`config.mk`:
```
export PLATFORM = sky130hd
export DESIGN_NAME = sqd_ctrl
export DESIGN_NICKNAME = d
export VERILOG_FILES = /design/src/hdl/sqd_pkg.sv /design/src/hdl/sqd_ctrl.sv
export SDC_FILE = /design/constraint.sdc
export NUM_CORES = 1
export LEC_CHECK = 0
export ABC_AREA = 0
export BUFFER_PORTS_ARGS = -buffer_cell sky130_fd_sc_hd__buf_2
export CAP_MARGIN = 0
export CORE_ASPECT_RATIO = 1.2
export CORE_MARGIN = 8
export CORE_UTILIZATION = 52
export DETAILED_ROUTE_END_ITERATION = 10
export PLACE_DENSITY = 0.81
export SYNTH_ARGS = -nofsm -noshare
export SYNTH_HDL_FRONTEND = slang
export SYNTH_SLANG_ARGS = --single-unit
```
`constraint.sdc`:
```
create_clock -name clk -period 3.76 [get_ports clk]
set_input_delay 0 -clock clk [delete_from_list [all_inputs] [get_ports clk]]
set_output_delay 0 -clock clk [all_outputs]
set_load 0.005 [all_outputs]
```
`src/hdl/sqd_pkg.sv`:
```
// Shared types and constants for the stack/queue/deque unit.
package sqd_pkg;

	localparam int DEPTH = 1024;
	localparam int AW    = $clog2(DEPTH);
	localparam int CW    = 11;
	localparam int DW    = 32;

	typedef enum logic [1:0] {
		OP_PUSH   = 2'd0,
		OP_INSERT = 2'd1,
		OP_POP    = 2'd2,
		OP_CLEAR  = 2'd3
	} op_t;

	typedef enum logic [1:0] {
		ST_OK        = 2'd0,
		ST_OVERFLOW  = 2'd1,
		ST_UNDERFLOW = 2'd2
	} status_t;

	typedef struct packed {
		logic          we;
		logic [AW-1:0] waddr;
		logic [DW-1:0] wdata;
		logic          re;
		logic [AW-1:0] raddr;
	} mem_req_t;

	typedef struct packed {
		logic          ld;
		logic          sel_mem;
		status_t       status;
		logic [CW-1:0] count;
	} res_t;

endpackage

```
`src/hdl/sqd_ctrl.sv`:
```
// Pointer and count control: decodes transactions and drives the RAM.
module sqd_ctrl import sqd_pkg::*; (
	input  logic          clk,
	input  logic          arst_n,
	input  logic          in_valid,
	output logic          in_ready,
	input  logic [1:0]    op,
	input  logic [DW-1:0] data,
	input  logic          slot_free,
	output mem_req_t      mreq,
	output res_t          res
);

	logic [AW-1:0] bot_q;
	logic [CW-1:0] cnt_q;
	logic          pend_q;
	logic [CW-1:0] pcnt_q;

	logic          acc;
	logic          full;
	logic          empty;
	op_t           op_c;
	logic [CW-1:0] off;
	logic [AW:0]   sum;
	logic [AW-1:0] top_pos;
	logic [AW-1:0] bot_dec;

	assign in_ready = !pend_q && slot_free;
	assign acc      = in_valid && in_ready;
	assign full     = (cnt_q == CW'(DEPTH));
	assign empty    = (cnt_q == '0);
	assign op_c     = op_t'(op);

	always_comb begin
		off = (op_c == OP_POP) ? cnt_q - CW'(1) : cnt_q;
		sum = {1'b0, bot_q} + {1'b0, off[AW-1:0]};
		if (sum >= (AW+1)'(DEPTH)) begin
			sum = sum - (AW+1)'(DEPTH);
		end
		top_pos = sum[AW-1:0];
		bot_dec = (bot_q == '0) ? AW'(DEPTH - 1) : bot_q - AW'(1);
	end

	always_comb begin
		mreq.we    = 1'b0;
		mreq.waddr = top_pos;
		mreq.wdata = data;
		mreq.re    = 1'b0;
		mreq.raddr = top_pos;
		res.ld      = 1'b0;
		res.sel_mem = 1'b0;
		res.status  = ST_OK;
		res.count   = cnt_q;
		if (pend_q) begin
			res.ld      = 1'b1;
			res.sel_mem = 1'b1;
			res.count   = pcnt_q;
		end else if (acc) begin
			case (op_c)
				OP_PUSH, OP_INSERT: begin
					res.ld = 1'b1;
					if (full) begin
						res.status = ST_OVERFLOW;
					end else begin
						mreq.we    = 1'b1;
						mreq.waddr = (op_c == OP_PUSH) ? top_pos : bot_dec;
						res.count  = cnt_q + CW'(1);
					end
				end
				OP_POP: begin
					if (empty) begin
						res.ld     = 1'b1;
						res.status = ST_UNDERFLOW;
					end else begin
						mreq.re = 1'b1;
					end
				end
				default: begin
					res.ld    = 1'b1;
					res.count = '0;
				end
			endcase
		end
	end

	always_ff @(posedge clk or negedge arst_n) begin
		if (!arst_n) begin
			bot_q  <= '0;
			cnt_q  <= '0;
			pend_q <= 1'b0;
			pcnt_q <= '0;
		end else begin
			pend_q <= 1'b0;
			if (acc) begin
				case (op_c)
					OP_PUSH: begin
						if (!full) begin
							cnt_q <= cnt_q + CW'(1);
						end
					end
					OP_INSERT: begin
						if (!full) begin
							cnt_q <= cnt_q + CW'(1);
							bot_q <= bot_dec;
						end
					end
					OP_POP: begin
						if (!empty) begin
							cnt_q  <= cnt_q - CW'(1);
							pcnt_q <= cnt_q - CW'(1);
							pend_q <= 1'b1;
						end
					end
					default: begin
						cnt_q <= '0;
						bot_q <= '0;
					end
				endcase
			end
		end
	end

endmodule

```
# Word-level counts from Yosys, hierarchy flattened
# Cells that the tools add are included.
[word_totals] wordCells=57 ff_bits=33 in_bits=38 output_inout_bits=70
[op_classes] order_cmp=1 add_sub_neg=5 eq_ne=5 n_reduce_logical=11 muxes=29 bitwise_logic=2
[ops] op="$mux 11" n=7
[ops] op="$mux 10" n=5
[ops] op="$pmux 11 s2" n=2
[ops] op="$pmux 10 s2" n=1
[ops] op="$sub 10x1->10 const B" n=2
[ops] op="$mux 13" n=1
[ops] op="$add 10x10->11" n=1
[ops] op="$add 11x1->11 const B" n=1
[ops] op="$eq 11x11->1 const B" n=1
[ops] op="$ge 11x11->1 const B" n=1
[ops] op="$logic_not 11->1" n=1
[ops] op="$sub 11x1->11 const B" n=1
[ops] op="$logic_not 10->1" n=1
[ops] op="$mux 1" n=10
[ops] op="$reduce_and 3->1" n=2
[ops] op="$mux 2" n=2
[ops] op="$ne 2x2->1 const B" n=2
[ops] op="$pmux 2 s2" n=1
[ops] op="$reduce_or 2->1" n=2
[ops] op="$eq 2x1->1 const B" n=1
[ops] op="$eq 2x2->1 const B" n=1
[ops] op="$logic_and 1x1->1" n=2
[ops] op="$logic_not 2->1" n=1
[ops] op="$not 1->1" n=2
[ops] op="other kinds (2)" n=2

# Depth between registers and ports, before layout
# Gate-level depths: netlist of run 1.
[depth] depth_word=10 mapped_depth=14 depth_no_buf=13

# Least setup slack after synthesis of run 1
# No wires, ideal clock.
[synth_timing] path_kind="reg-to-output" startpoint="reg cnt_q[0]" endpoint="out mreq[52] in the netlist's numbering" required_time_ns=3.760 path_slack_ns=0.782 path_stages_with_launch=13 t_arrival_ns=2.978 path_buffers=0 cell_sequence="dfrtp_1 > inv_1 > ha_1 > or3b_2 > nor2_1 > xnor2_1 > ha_1 > nand3_1 > o2111ai_1 > a221o_1 > a21oi_1 > xnor2_1 > a21o_1"
[synth_lines] item="start, declared" line_no="sqd_ctrl.sv:15" source="logic [CW-1:0] cnt_q;"
[synth_lines] item="start signal, assigned" line_no="sqd_ctrl.sv:98" source="cnt_q <= cnt_q + CW'(1);"
[synth_lines] item="start signal, assigned" line_no="sqd_ctrl.sv:103" source="cnt_q <= cnt_q + CW'(1);"
[synth_lines] item="start signal, assigned" line_no="sqd_ctrl.sv:109" source="cnt_q <= cnt_q - CW'(1);"
[synth_lines] item="end, declared" line_no="sqd_ctrl.sv:10" source="output mem_req_t mreq,"

==> impl_metrics.prom, run 1 <==
# TYPE chip_impl_metric gauge
chip_impl_info{name="outcome",value="finished clean"} 1
chip_impl_info{name="critical_path.top_delay_family",value="compound AO/OA/AOI/OAI gates"} 1
chip_impl_metric{name="yosysSeqAreaShare",unit="%"} 24.6
chip_impl_info{name="reg2reg_to",value="bot_q[9]"} 1
chip_impl_metric{name="crit_fanout",unit=""} 10
chip_impl_metric{name="synthArstFlopShare",unit="%"} 100
chip_impl_metric{name="dr.pass1.iters",unit=""} 4
chip_impl_metric{name="count_of_unresolved_drc_violations_after_routing",unit=""} 0
chip_impl_metric{name="post_synthesis_compound_gate_area_fraction",unit="%"} 23.7
chip_impl_metric{name="floorplan.initialDensity",unit="%"} 53.1
chip_impl_metric{name="std_cell_rows",unit=""} 32
chip_impl_info{name="rr_startpoint",value="cnt_q[7]"} 1
chip_impl_metric{name="clkSlewWorstSetupHoldPaths",unit="ns"} 0.07
chip_impl_info{name="synth_top_area_cell",value="sky130_fd_sc_hd__dfrtp_1"} 1
chip_impl_metric{name="max-vdd-ir-drop",unit="mV"} 0.377
chip_impl_metric{name="timing.fmax",unit="MHz"} 285
chip_impl_metric{name="areaGrowthSynthToFinish",unit="%"} 3.24
chip_impl_metric{name="synthXorXnorAreaFrac",unit="%"} 8.35
chip_impl_metric{name="finalWirelength",unit="um"} 8970
chip_impl_metric{name="via_per_inst",unit=""} 6.02
chip_impl_metric{name="totalNegativeSetupSlack",unit="ns"} 0
chip_impl_metric{name="finalNetCount",unit=""} 498
chip_impl_metric{name="drive_gt1_share",unit="%"} 17.1
chip_impl_info{name="combinational_family_with_the_most_area_after_synthesis",value="compound AO/OA/AOI/OAI gates"} 1
chip_impl_metric{name="synth.cell_area",unit="sq um"} 3360
chip_impl_metric{name="drt-initial-drc-count",unit=""} 128
chip_impl_metric{name="first_pass_grt_wire_length",unit="um"} 15100
chip_impl_info{name="critPathKind",value="reg2out"} 1
chip_impl_metric{name="vias",unit=""} 3186
chip_impl_info{name="yosys-top-cells-area",value="sky130_fd_sc_hd__dfrtp_1 (25%), sky130_fd_sc_hd__nand2_1 (7.8%), sky130_fd_sc_hd__buf_4 (7.4%), sky130_fd_sc_hd__o21ai_0 (7.3%), sky130_fd_sc_hd__xnor2_1 (5.7%)"} 1
chip_impl_metric{name="final-hold-violation-count",unit=""} 0
chip_impl_metric{name="multi_input_area",unit="sq um"} 2100
chip_impl_metric{name="gp_congestion",unit=""} 0.932
chip_impl_metric{name="synth_edf_count",unit=""} 0
chip_impl_metric{name="yosys-mux-area-fraction",unit="%"} 0.932
chip_impl_metric{name="synth_top_area_share",unit="%"} 24.6
chip_impl_metric{name="ys_ff_latch",unit=""} 33
chip_impl_info{name="setup_repair_after_global_routing_missed_its_margin",value="false"} 1
chip_impl_metric{name="setup_viol",unit=""} 0
chip_impl_metric{name="min_period_over_period",unit="%"} 93.2
chip_impl_metric{name="post-dp-hpwl",unit="um"} 6640
chip_impl_metric{name="post_synth_fa_ha_maj_area_fraction",unit="%"} 6.19
chip_impl_metric{name="synth_area_per_cell",unit="sq um"} 7.56
chip_impl_metric{name="clock_sinks",unit=""} 33
chip_impl_metric{name="synthSimpleGateAreaFrac",unit="%"} 23.0
chip_impl_metric{name="post_synth_num_cell_types",unit=""} 61
chip_impl_info{name="crit_path_end_kind",value="output pin"} 1
chip_impl_metric{name="io-pin-count",unit=""} 108
chip_impl_info{name="worstSetupStartpointType",value="register"} 1
chip_impl_metric{name="fp.dieH",unit="um"} 104
chip_impl_metric{name="clock_latency_late_sink",unit="ns"} 0.30
chip_impl_metric{name="final_core_utilization",unit="%"} 54.8
chip_impl_metric{name="via_count_of_the_first_global_routing_pass",unit=""} 3157
chip_impl_info{name="synth_flop_cell",value="sky130_fd_sc_hd__dfrtp_1"} 1
chip_impl_metric{name="antenna_found_initial",unit=""} 0
chip_impl_metric{name="syn-instance-count",unit=""} 444
chip_impl_info{name="hold_class",value="in2out"} 1
chip_impl_metric{name="whs",unit="ns"} 0.00000226
chip_impl_metric{name="port_buffers",unit=""} 43
chip_impl_metric{name="power_leakage",unit="nW"} 1.59
chip_impl_metric{name="die_w",unit="um"} 89.3
chip_impl_info{name="critical_path.cell_chain",value="inv_2, ha_1, or3b_2, nor2_2, xnor2_1, ha_1, nand3_1, o2111ai_2, a221o_1, a21oi_1, xnor2_1, a21o_1, buf_2"} 1
chip_impl_metric{name="grt_start_max_net_pins",unit=""} 34
chip_impl_metric{name="fin_crit",unit="ns"} 3.50
chip_impl_metric{name="yosys_synthesis_warning_count",unit=""} 0
chip_impl_info{name="worst_path_max_delay_cell",value="sky130_fd_sc_hd__or3b_2"} 1
chip_impl_metric{name="nFillCells",unit=""} 629
chip_impl_metric{name="globalRoute.totalOverflow",unit=""} 0
chip_impl_info{name="origin_of_the_worst_setup_path",value="cnt_q[0]"} 1
chip_impl_info{name="clockRootBuffer",value="sky130_fd_sc_hd__clkbuf_8"} 1
chip_impl_metric{name="postRouteAntennaNets",unit=""} 0
chip_impl_metric{name="antenna_cells",unit=""} 0
chip_impl_metric{name="max-slew-margin-rel",unit="%"} 39.8
chip_impl_info{name="cts_tree",value="built"} 1
chip_impl_metric{name="worst_ep_required_time",unit="ns"} 3.76
chip_impl_metric{name="avgRoutedWirePerCell",unit="um"} 17.0
chip_impl_metric{name="core-area",unit="sq um"} 6330
chip_impl_metric{name="htree_num_levels",unit=""} 2
chip_impl_metric{name="final_max_slew_viol_count",unit=""} 0
chip_impl_metric{name="final.setup_skew",unit="ns"} 0.0146
chip_impl_info{name="cp-endpoint",value="mreq[52]"} 1
chip_impl_metric{name="clock_path_buffers",unit=""} 2
chip_impl_metric{name="syn-num-nets",unit=""} 498
chip_impl_metric{name="count_of_cells_along_the_worst_register_to_register_path",unit=""} 5
chip_impl_metric{name="worstPathBufferInverterCount",unit=""} 2
chip_impl_metric{name="track_usage",unit="%"} 20.0
chip_impl_metric{name="regArea",unit="sq um"} 828
chip_impl_metric{name="fp.dieArea",unit="sq um"} 9290
chip_impl_metric{name="slowest_stage_delay_cp",unit="ns"} 0.53
chip_impl_metric{name="postCtsSetupBuffers",unit=""} 0
chip_impl_metric{name="setup.reg_to_reg.worst_slack",unit="ns"} 1.14
chip_impl_metric{name="cp_data_arrival_time",unit="ns"} 3.50
chip_impl_metric{name="cts_made_buffers",unit=""} 5
chip_impl_metric{name="max_slew.worst_pin.slew",unit="ns"} 0.893
chip_impl_metric{name="power-per-cell-area",unit="nW/um^2"} 880
chip_impl_metric{name="maxCapViolations",unit=""} 0
chip_impl_metric{name="worstSetupPathDepth",unit=""} 13
## sequential cells by signal, indices dropped and copies added, names as in the netlist
register and cells:
pend_q 1, pcnt_q 11, bot_q 10, cnt_q 11
## timing repair
action	4_1_cts	5_1_grt
hold buffers	1	0
setup endpoints to repair	0	7
endpoints found under the hold margin	33	0
resized for setup	0	6
## layer usage
layer	track usage, %	share of wire [%]	vias to the layer above	routed length [um]
met2	32.2	48	140	4270
met1	25.4	42	1507	3800
met4	7.15	2.8	0	255
met5	0	0	-	0
li1	-	-	1511	-
met3	3.72	7.2	28	649
## logic make-up after synthesis
| group | after synthesis |
|---|---|
| DFF | 33 |
| adders and majority gates | 16 |
| and+or+nand+nor | 155 |
| muxes | 3 |
| buffers and inverters | 79 |
| xor gates and xnor gates | 32 |
| AOI/OAI and AO/OA | 126 |
## Yosys cell counts (4+ instances only)
cell / instances
sky130_fd_sc_hd__o211ai_1: 4
sky130_fd_sc_hd__o31ai_1: 5
sky130_fd_sc_hd__dfrtp_1: 33
sky130_fd_sc_hd__clkbuf_1: 12
sky130_fd_sc_hd__a21oi_1: 33
sky130_fd_sc_hd__xnor2_1: 22
sky130_fd_sc_hd__ha_1: 15
sky130_fd_sc_hd__and3_1: 4
sky130_fd_sc_hd__nor2_1: 28
sky130_fd_sc_hd__a21o_1: 7
sky130_fd_sc_hd__buf_2: 7
sky130_fd_sc_hd__xor2_1: 10
sky130_fd_sc_hd__a31oi_1: 4
sky130_fd_sc_hd__nand3_1: 10
sky130_fd_sc_hd__inv_1: 22
sky130_fd_sc_hd__or3_1: 6
sky130_fd_sc_hd__nor3_1: 11
sky130_fd_sc_hd__buf_4: 33
sky130_fd_sc_hd__nand2_1: 70
sky130_fd_sc_hd__nor4_1: 4
sky130_fd_sc_hd__o21ai_0: 49
## worst min path at each step
| stage | start | to | depth (start not counted) |
|---|---|---|---|
| 2_1_floorplan | arst_n | bot_q[0] | 0 |
| 3_3_place_gp | data[3] | mreq[14] | 0 |
| 3_5_place_dp | data[3] | mreq[14] | 0 |
| 4_1_cts | data[3] | mreq[14] | 0 |
| 5_1_grt | data[5] | mreq[16] | 0 |
| 6_report | data[5] | mreq[16] | 0 |
## final cells by class
| class | instances | area share [%] |
|---|---|---|
| multi-input cells | 332 | 60.5 |
| flip-flops and latches | 33 | 23.9 |
| repair buffers | 49 | 7.58 |
| clock buffers | 7 | 2.49 |
| inverters | 23 | 2.49 |
| well taps | 85 | 3.07 |
## stage by stage
stage | instance area, sq um | instances | worst slack, ns | power (W)
after CTS | 3450 | 529 | 0.0830 | 0.00304
final | 3470 | 529 | 0.256 | 0.00305
after detailed placement | 3360 | 521 | 0.405 | 0.00275
after floorplan | 3360 | 444 | 0.782 | 0.00214
after global placement | 3360 | 521 | 0.552 | 0.00268
after global routing | 3470 | 529 | 0.0518 | 0.00334
## layout by cell type, fill, tap and decap left out, types with 2 or more instances in the layout
cell type                  Yosys  layout
sky130_fd_sc_hd__a21o_1        7       7
sky130_fd_sc_hd__a21oi_1      33      33
sky130_fd_sc_hd__a221o_1       2       2
sky130_fd_sc_hd__a221oi_1      2       2
sky130_fd_sc_hd__a31oi_1       4       4
sky130_fd_sc_hd__and3_1        4       4
sky130_fd_sc_hd__buf_2         7      43
sky130_fd_sc_hd__buf_4        33       5
sky130_fd_sc_hd__clkbuf_8      0       6
sky130_fd_sc_hd__dfrtp_1      33      31
sky130_fd_sc_hd__dfrtp_2       0       2
sky130_fd_sc_hd__ha_1         15      15
sky130_fd_sc_hd__inv_1        22      21
sky130_fd_sc_hd__mux2i_1       2       2
sky130_fd_sc_hd__nand2_1      70      70
sky130_fd_sc_hd__nand2b_1      2       2
sky130_fd_sc_hd__nand3_1      10      10
sky130_fd_sc_hd__nand3b_1      2       2
sky130_fd_sc_hd__nand4_1       2       2
sky130_fd_sc_hd__nor2_1       28      27
sky130_fd_sc_hd__nor3_1       11      11
sky130_fd_sc_hd__nor4_1        4       4
sky130_fd_sc_hd__nor4_4        2       2
sky130_fd_sc_hd__o211ai_1      4       4
sky130_fd_sc_hd__o21a_1        2       2
sky130_fd_sc_hd__o21ai_0      49      48
sky130_fd_sc_hd__o21bai_1      2       2
sky130_fd_sc_hd__o22ai_1       2       2
sky130_fd_sc_hd__o31ai_1       5       5
sky130_fd_sc_hd__or2_2         2       2
sky130_fd_sc_hd__or3_1         6       6
sky130_fd_sc_hd__or4_4         2       2
sky130_fd_sc_hd__xnor2_1      22      22
sky130_fd_sc_hd__xor2_1       10      10
## power by group
part	total, W	switching (W)	internal, W
Combinational	0.00200	0.00111	0.000892
Sequential	0.000768	0.000272	0.000495
Clock	0.000285	0.000139	0.000145
Total	0.00305	0.00152	0.00153
Note: power is estimated with default switching activity, not from simulation.
==> run 2, diff against run 1 <==
--- a/config.mk
+++ b/config.mk
@@ -8,7 +8,6 @@
 export ABC_AREA = 0
 export BUFFER_PORTS_ARGS = -buffer_cell sky130_fd_sc_hd__buf_2
 export CAP_MARGIN = 0
-export CORE_ASPECT_RATIO = 1.2
 export CORE_MARGIN = 8
 export CORE_UTILIZATION = 52
 export DETAILED_ROUTE_END_ITERATION = 10
==> run 2 against run 1 <==
Net effect:
- cell area is 0.43% lower
- utilization shrank 0.13 points
- setup slack lost 0.048 ns
==> impl_metrics.prom, run 2 (synthesized netlist as in run 1, its figures left out) <==
# TYPE chip_impl_metric gauge
chip_impl_metric{name="die_w",unit="um"} 96.3
chip_impl_metric{name="finalWirelength",unit="um"} 8880
chip_impl_metric{name="drt-initial-drc-count",unit=""} 292
chip_impl_info{name="worstSetupStartpointType",value="register"} 1
chip_impl_metric{name="power-per-cell-area",unit="nW/um^2"} 876
chip_impl_metric{name="fp.dieH",unit="um"} 96.3
chip_impl_metric{name="setup.reg_to_reg.worst_slack",unit="ns"} 1.11
chip_impl_metric{name="finalNetCount",unit=""} 499
chip_impl_metric{name="post_route_insts_no_fill",unit=""} 523
chip_impl_metric{name="clkSlewWorstSetupHoldPaths",unit="ns"} 0.07
chip_impl_metric{name="postRouteAntennaNets",unit=""} 0
chip_impl_info{name="final_cell_mix",value="sky130_fd_sc_hd__nand2_1 (70), sky130_fd_sc_hd__o21ai_0 (48), sky130_fd_sc_hd__buf_2 (43)"} 1
chip_impl_metric{name="dr.pass1.iters",unit=""} 5
chip_impl_metric{name="vias",unit=""} 3221
chip_impl_metric{name="globalRoute.totalOverflow",unit=""} 0
chip_impl_metric{name="count_of_unresolved_drc_violations_after_routing",unit=""} 0
chip_impl_info{name="rr_startpoint",value="cnt_q[2]"} 1
chip_impl_metric{name="swShare",unit="%"} 49.7
chip_impl_metric{name="final_max_slew_viol_count",unit=""} 0
chip_impl_metric{name="clock_power_share",unit="%"} 8.7
chip_impl_info{name="cp-endpoint",value="mreq[52]"} 1
chip_impl_metric{name="count_of_cells_along_the_worst_register_to_register_path",unit=""} 6
chip_impl_info{name="clockRootBuffer",value="sky130_fd_sc_hd__clkbuf_8"} 1
chip_impl_metric{name="final-hold-violation-count",unit=""} 0
chip_impl_metric{name="seq_power_share",unit="%"} 24.9
chip_impl_metric{name="avgRoutedWirePerCell",unit="um"} 17.0
chip_impl_metric{name="hold_path_depth",unit=""} 0
chip_impl_metric{name="cts_made_buffers",unit=""} 5
chip_impl_info{name="cts_tree",value="built"} 1
chip_impl_metric{name="clock_path_buffers",unit=""} 2
chip_impl_metric{name="post-dp-hpwl",unit="um"} 6570
chip_impl_metric{name="via_per_inst",unit=""} 6.16
chip_impl_metric{name="totalNegativeSetupSlack",unit="ns"} 0
chip_impl_metric{name="max_slew.worst_pin.slew",unit="ns"} 0.846
chip_impl_metric{name="antenna_cells",unit=""} 0
chip_impl_info{name="critPathKind",value="reg2out"} 1
chip_impl_info{name="reg.largest.list",value="cnt_q (11), pcnt_q (11), bot_q (10)"} 1
chip_impl_metric{name="drive_gt1_share",unit="%"} 17.0
chip_impl_metric{name="final_core_utilization",unit="%"} 54.7
chip_impl_metric{name="via_count_of_the_first_global_routing_pass",unit=""} 3028
chip_impl_metric{name="first_pass_grt_wire_length",unit="um"} 14600
chip_impl_metric{name="io-pin-count",unit=""} 108
chip_impl_metric{name="internal-power",unit="W"} 0.00152
chip_impl_info{name="origin_of_the_worst_setup_path",value="cnt_q[0]"} 1
chip_impl_metric{name="worst_ep_required_time",unit="ns"} 3.76
chip_impl_info{name="hold_class",value="in2out"} 1
chip_impl_info{name="setup_repair_after_global_routing_missed_its_margin",value="false"} 1
chip_impl_metric{name="min_period_over_period",unit="%"} 94.5
chip_impl_metric{name="htree_num_levels",unit=""} 2
chip_impl_metric{name="clock_sinks",unit=""} 33
chip_impl_metric{name="gp_congestion",unit=""} 0.952
chip_impl_metric{name="fp.dieArea",unit="sq um"} 9280
chip_impl_metric{name="comb_power_share",unit="%"} 66.4
chip_impl_metric{name="setup_viol",unit=""} 0
chip_impl_metric{name="core-area",unit="sq um"} 6310
chip_impl_metric{name="cp_data_arrival_time",unit="ns"} 3.55
chip_impl_metric{name="fin_crit",unit="ns"} 3.55
chip_impl_metric{name="power_leakage",unit="nW"} 1.60
chip_impl_metric{name="final.setup_skew",unit="ns"} 0.0121
chip_impl_metric{name="crit_fanout",unit=""} 10
chip_impl_metric{name="track_usage",unit="%"} 19.4
chip_impl_metric{name="floorplan.initialDensity",unit="%"} 53.2
chip_impl_metric{name="areaGrowthSynthToFinish",unit="%"} 2.80
chip_impl_metric{name="timing.fmax",unit="MHz"} 282
chip_impl_metric{name="postCtsSetupBuffers",unit=""} 0
chip_impl_metric{name="max-slew-margin-rel",unit="%"} 43.0
chip_impl_metric{name="port_buffers",unit=""} 43
chip_impl_metric{name="grt_start_max_net_pins",unit=""} 34
chip_impl_info{name="outcome",value="finished clean"} 1
chip_impl_info{name="mostFrequentLayoutCell",value="sky130_fd_sc_hd__nand2_1"} 1
chip_impl_metric{name="place.detailed.instances",unit=""} 514
chip_impl_metric{name="clock_latency_late_sink",unit="ns"} 0.28
chip_impl_metric{name="netSwitchingPower",unit="W"} 0.00150
chip_impl_metric{name="antenna_found_initial",unit=""} 0
chip_impl_info{name="reg2reg_to",value="cnt_q[2]"} 1
chip_impl_info{name="crit_path_end_kind",value="output pin"} 1
chip_impl_metric{name="maxCapViolations",unit=""} 0
chip_impl_metric{name="max-vdd-ir-drop",unit="mV"} 0.461
chip_impl_metric{name="std_cell_rows",unit=""} 29
run 2: final cells by class:
type / instances / area [sq um]
multi-input combinational: 332 / 2090
fill: 614 / 2860
inverter: 23 / 86.3
clock inverter: 2 / 10.0
tap: 77 / 96.3
timing repair buffer: 50 / 270
clock buffer: 6 / 72.6
sequential: 33 / 828
run 2: how the worst min path moves through the flow:
stage	from	to	slack, ns
final	data[5]	mreq[16]	0.000002
after global routing	data[6]	mreq[17]	0.000008
after CTS	data[1]	mreq[12]	0.00003
after detailed placement	data[1]	mreq[12]	0.00003
after global placement	data[1]	mreq[12]	0.00003
after floorplan	arst_n	bot_q[0]	-0.30
run 2: metrics by stage:
step	area (sq um)	hold slack [ns]	power, W	setup slack, ns
2_1_floorplan	3360	-0.296	0.00214	0.782
6_report	3450	0.00000197	0.00302	0.208
3_3_place_gp	3360	0.0000346	0.00270	0.552
3_5_place_dp	3360	0.0000346	0.00275	0.454
4_1_cts	3450	0.0000346	0.00303	0.133
5_1_grt	3450	0.00000799	0.00330	0.00864
run 2: power by group through the flow:
stage               combinational, W  sequential (W)  clock [W]
floorplan                    0.00152        0.000616          0
CTS                          0.00201        0.000745   0.000271
finish                       0.00201        0.000753   0.000264
detailed placement           0.00200        0.000751          0
global route                 0.00224        0.000781   0.000285
global placement             0.00196        0.000742          0
run 2: worst max-delay path: stages, from the launching register on:
cell and delay (ns):
sky130_fd_sc_hd__dfrtp_2 0.48, sky130_fd_sc_hd__inv_2 0.12, sky130_fd_sc_hd__ha_1 0.22, sky130_fd_sc_hd__or3b_2 0.52, sky130_fd_sc_hd__nor2_1 0.18, sky130_fd_sc_hd__xnor2_1 0.14
sky130_fd_sc_hd__ha_1 0.32, sky130_fd_sc_hd__nand3_1 0.12, sky130_fd_sc_hd__o2111ai_1 0.20, sky130_fd_sc_hd__a221o_1 0.39, sky130_fd_sc_hd__a21oi_1 0.18, sky130_fd_sc_hd__xnor2_1 0.15
sky130_fd_sc_hd__a21o_1 0.14, sky130_fd_sc_hd__buf_2 0.11
run 2: routing by layer:
metal	up-vias	global-route usage [%]	routed length [um]
met5	-	0	0
met2	151	31.6	4270
li1	1520	-	-
met1	1516	25.0	3650
met4	0	8.45	282
met3	34	3.04	677
run 2: what timing repair did:
item                                    in CTS  in global routing
endpoints found under the setup margin       0                  3
hold buffers                                 1                  0
gates resized for setup                      0                  3
hold endpoints to repair                    33                  0
==> run 3, diff against run 2 <==
--- a/config.mk
+++ b/config.mk
@@ -11,7 +11,7 @@
 export CORE_MARGIN = 8
 export CORE_UTILIZATION = 52
 export DETAILED_ROUTE_END_ITERATION = 10
-export PLACE_DENSITY = 0.81
+export PLACE_DENSITY = 0.84
 export SYNTH_ARGS = -nofsm -noshare
 export SYNTH_HDL_FRONTEND = slang
 export SYNTH_SLANG_ARGS = --single-unit
==> run 3 against run 2 <==
Net effect:
- hold slack about the same
- final cell count is 0.19% lower
- sequential power is 2% higher
- largest cell class unchanged
==> impl_metrics.prom, run 3 (synthesized netlist as in run 1, its figures left out) <==
# TYPE chip_impl_metric gauge
chip_impl_metric{name="antenna_found_initial",unit=""} 0
chip_impl_metric{name="max-slew-margin-rel",unit="%"} 28.8
chip_impl_info{name="critPathKind",value="reg2out"} 1
chip_impl_metric{name="dr.pass1.iters",unit=""} 5
chip_impl_metric{name="count_of_unresolved_drc_violations_after_routing",unit=""} 0
chip_impl_info{name="crit_path_end_kind",value="output pin"} 1
chip_impl_metric{name="final_max_slew_viol_count",unit=""} 0
chip_impl_metric{name="vias",unit=""} 3226
chip_impl_metric{name="nFillCells",unit=""} 600
chip_impl_info{name="hold_class",value="in2out"} 1
chip_impl_metric{name="min_period_over_period",unit="%"} 94.1
chip_impl_metric{name="via_per_inst",unit=""} 6.18
chip_impl_metric{name="drive_gt1_share",unit="%"} 17.5
chip_impl_metric{name="multi_input_area",unit="sq um"} 2100
chip_impl_metric{name="power-per-cell-area",unit="nW/um^2"} 890
chip_impl_metric{name="globalRoute.totalOverflow",unit=""} 0
chip_impl_metric{name="port_buffers",unit=""} 43
chip_impl_metric{name="slowest_stage_delay_cp",unit="ns"} 0.53
chip_impl_metric{name="via_count_of_the_first_global_routing_pass",unit=""} 3113
chip_impl_info{name="clockRootBuffer",value="sky130_fd_sc_hd__clkbuf_8"} 1
chip_impl_metric{name="postCtsSetupBuffers",unit=""} 0
chip_impl_metric{name="timing.fmax",unit="MHz"} 283
chip_impl_metric{name="first_pass_grt_wire_length",unit="um"} 15100
chip_impl_metric{name="clock_sinks",unit=""} 33
chip_impl_metric{name="cp_data_arrival_time",unit="ns"} 3.54
chip_impl_metric{name="setup_ws",unit="ns"} 0.223
chip_impl_metric{name="postRouteAntennaNets",unit=""} 0
chip_impl_info{name="mostFrequentLayoutCell",value="sky130_fd_sc_hd__nand2_1"} 1
chip_impl_metric{name="totalNegativeSetupSlack",unit="ns"} 0
chip_impl_metric{name="max-vdd-ir-drop",unit="mV"} 0.433
chip_impl_metric{name="avgRoutedWirePerCell",unit="um"} 17.7
chip_impl_metric{name="clkSlewWorstSetupHoldPaths",unit="ns"} 0.07
chip_impl_info{name="outcome",value="finished clean"} 1
chip_impl_metric{name="finalWirelength",unit="um"} 9220
chip_impl_metric{name="io-pin-count",unit=""} 108
chip_impl_metric{name="fin_crit",unit="ns"} 3.54
chip_impl_info{name="worst_path_max_delay_cell",value="sky130_fd_sc_hd__or3b_2"} 1
chip_impl_metric{name="final-hold-violation-count",unit=""} 0
chip_impl_metric{name="fp.dieH",unit="um"} 96.3
chip_impl_info{name="cp_common_cell",value="sky130_fd_sc_hd__xnor2_1"} 1
chip_impl_metric{name="power_leakage",unit="nW"} 1.60
chip_impl_metric{name="clock_latency_late_sink",unit="ns"} 0.30
chip_impl_info{name="worstSetupStartpointType",value="register"} 1
chip_impl_info{name="setup_repair_after_global_routing_missed_its_margin",value="false"} 1
chip_impl_metric{name="regArea",unit="sq um"} 828
chip_impl_metric{name="std_cell_rows",unit=""} 29
chip_impl_metric{name="crit_fanout",unit=""} 10
chip_impl_metric{name="die_w",unit="um"} 96.3
chip_impl_metric{name="max_slew.worst_pin.slew",unit="ns"} 1.06
chip_impl_metric{name="track_usage",unit="%"} 20.5
chip_impl_metric{name="place_ws",unit="ns"} 0.456
chip_impl_info{name="reg.largest.list",value="cnt_q (11), pcnt_q (11), bot_q (10)"} 1
chip_impl_metric{name="setup_viol",unit=""} 0
chip_impl_info{name="final_cell_mix",value="sky130_fd_sc_hd__nand2_1 (70), sky130_fd_sc_hd__o21ai_0 (48), sky130_fd_sc_hd__buf_2 (43)"} 1
chip_impl_metric{name="grt_start_max_net_pins",unit=""} 34
chip_impl_metric{name="drt-initial-drc-count",unit=""} 340
chip_impl_metric{name="antenna_cells",unit=""} 0
chip_impl_metric{name="finalNetCount",unit=""} 498
chip_impl_metric{name="maxCapViolations",unit=""} 0
chip_impl_info{name="critical_path.cell_chain",value="inv_2, ha_1, or3b_2, nor2_1, xnor2_1, ha_2, nand3_1, o2111ai_2, a221o_1, a21oi_1, xnor2_1, a21o_1, buf_2"} 1
chip_impl_metric{name="gp_congestion",unit=""} 0.936
chip_impl_metric{name="floorplan.initialDensity",unit="%"} 53.2
chip_impl_metric{name="worst_ep_required_time",unit="ns"} 3.76
chip_impl_metric{name="whs",unit="ns"} 0.00000197
chip_impl_metric{name="fp.dieArea",unit="sq um"} 9280
chip_impl_metric{name="clock_path_buffers",unit=""} 2
chip_impl_metric{name="htree_num_levels",unit=""} 2
chip_impl_metric{name="post-dp-hpwl",unit="um"} 6640
chip_impl_info{name="cts_tree",value="built"} 1
chip_impl_metric{name="final.setup_skew",unit="ns"} 0.0109
chip_impl_metric{name="setup.reg_to_reg.worst_slack",unit="ns"} 1.02
chip_impl_metric{name="core-area",unit="sq um"} 6310
chip_impl_metric{name="cts_made_buffers",unit=""} 5
chip_impl_metric{name="areaGrowthSynthToFinish",unit="%"} 3.39
-- run 3: changes by cell type in the layout (fill, tap and decap cells not counted) --
cell                        previous run  this run
sky130_fd_sc_hd__buf_4                 6         5
sky130_fd_sc_hd__clkbuf_1              1         0
sky130_fd_sc_hd__clkbuf_8              5         7
sky130_fd_sc_hd__clkinv_2              2         1
sky130_fd_sc_hd__ha_1                 15        14
sky130_fd_sc_hd__ha_2                  0         1
sky130_fd_sc_hd__o2111ai_1             2         1
sky130_fd_sc_hd__o2111ai_2             0         1
-- run 3: through the flow --
stage / power [W] / util (%) / instances / area [sq um]
after detailed placement: 0.00275 / 53.0 / 513 / 3350
after global placement: 0.00268 / 53.0 / 513 / 3350
after global routing: 0.00336 / 55.0 / 522 / 3470
after CTS: 0.00308 / 54.8 / 522 / 3460
final: 0.00309 / 55.0 / 522 / 3470
after floorplan: 0.00214 / - / 444 / 3360
-- run 3: cell type report --
cell class / count / share of cell area (%)
clock inverters: 1 / 0.144
clock buffers: 7 / 2.78
inverters: 23 / 2.49
well taps: 77 / 2.78
flip-flops and latches: 33 / 23.9
repair buffers: 49 / 7.57
multi-input cells: 332 / 60.4
-- run 3: path summary, 6_finish.rpt --
kind / startpoint / to / cells after the start
worst min-delay path: data[3] / mreq[14] / 0
worst min register to register: pcnt_q[10] / pcnt_q[10] / 2
worst max-delay path: cnt_q[0] / mreq[52] / 13
min in group asynchronous: arst_n / pcnt_q[10] / 2
max in group asynchronous: arst_n / cnt_q[1] / 2
worst max register to register: cnt_q[2] / cnt_q[2] / 6
-- run 3: what timing repair did --
| item | in CTS | in global routing |
|---|---|---|
| hold buffers | 1 | 0 |
| resized for setup | 0 | 5 |
| endpoints found under the hold margin | 33 | 0 |
| setup endpoints to repair | 0 | 3 |
-- run 3: worst max-delay path, delay by kind of cell (launching register included) --
family / cells / cell delay (ns)
AO/OA/AOI/OAI: 4 / 0.85
XOR/XNOR: 2 / 0.30
adder cells (fa/ha/maj): 2 / 0.57
buffers and inverters: 2 / 0.22
AND/OR/NAND/NOR: 3 / 0.83
flip-flops: 1 / 0.47
-- run 3: routing by layer --
metal  track usage [%]  vias up  wire length (um)
met5                 0        -                 0
met4              10.6        0               238
met2              33.1      157              4550
met1              25.5     1534              3740
met3              3.90       25               691
li1                  -     1510                 -
-- run 3: power by group --
| part | switching (W) | leakage, nW | internal [W] |
|---|---|---|---|
| Clock | 0.000145 | 0.0542 | 0.000166 |
| Combinational | 0.00111 | 1.13 | 0.000895 |
| Sequential | 0.000274 | 0.422 | 0.000495 |
| Total | 0.00153 | 1.60 | 0.00156 |
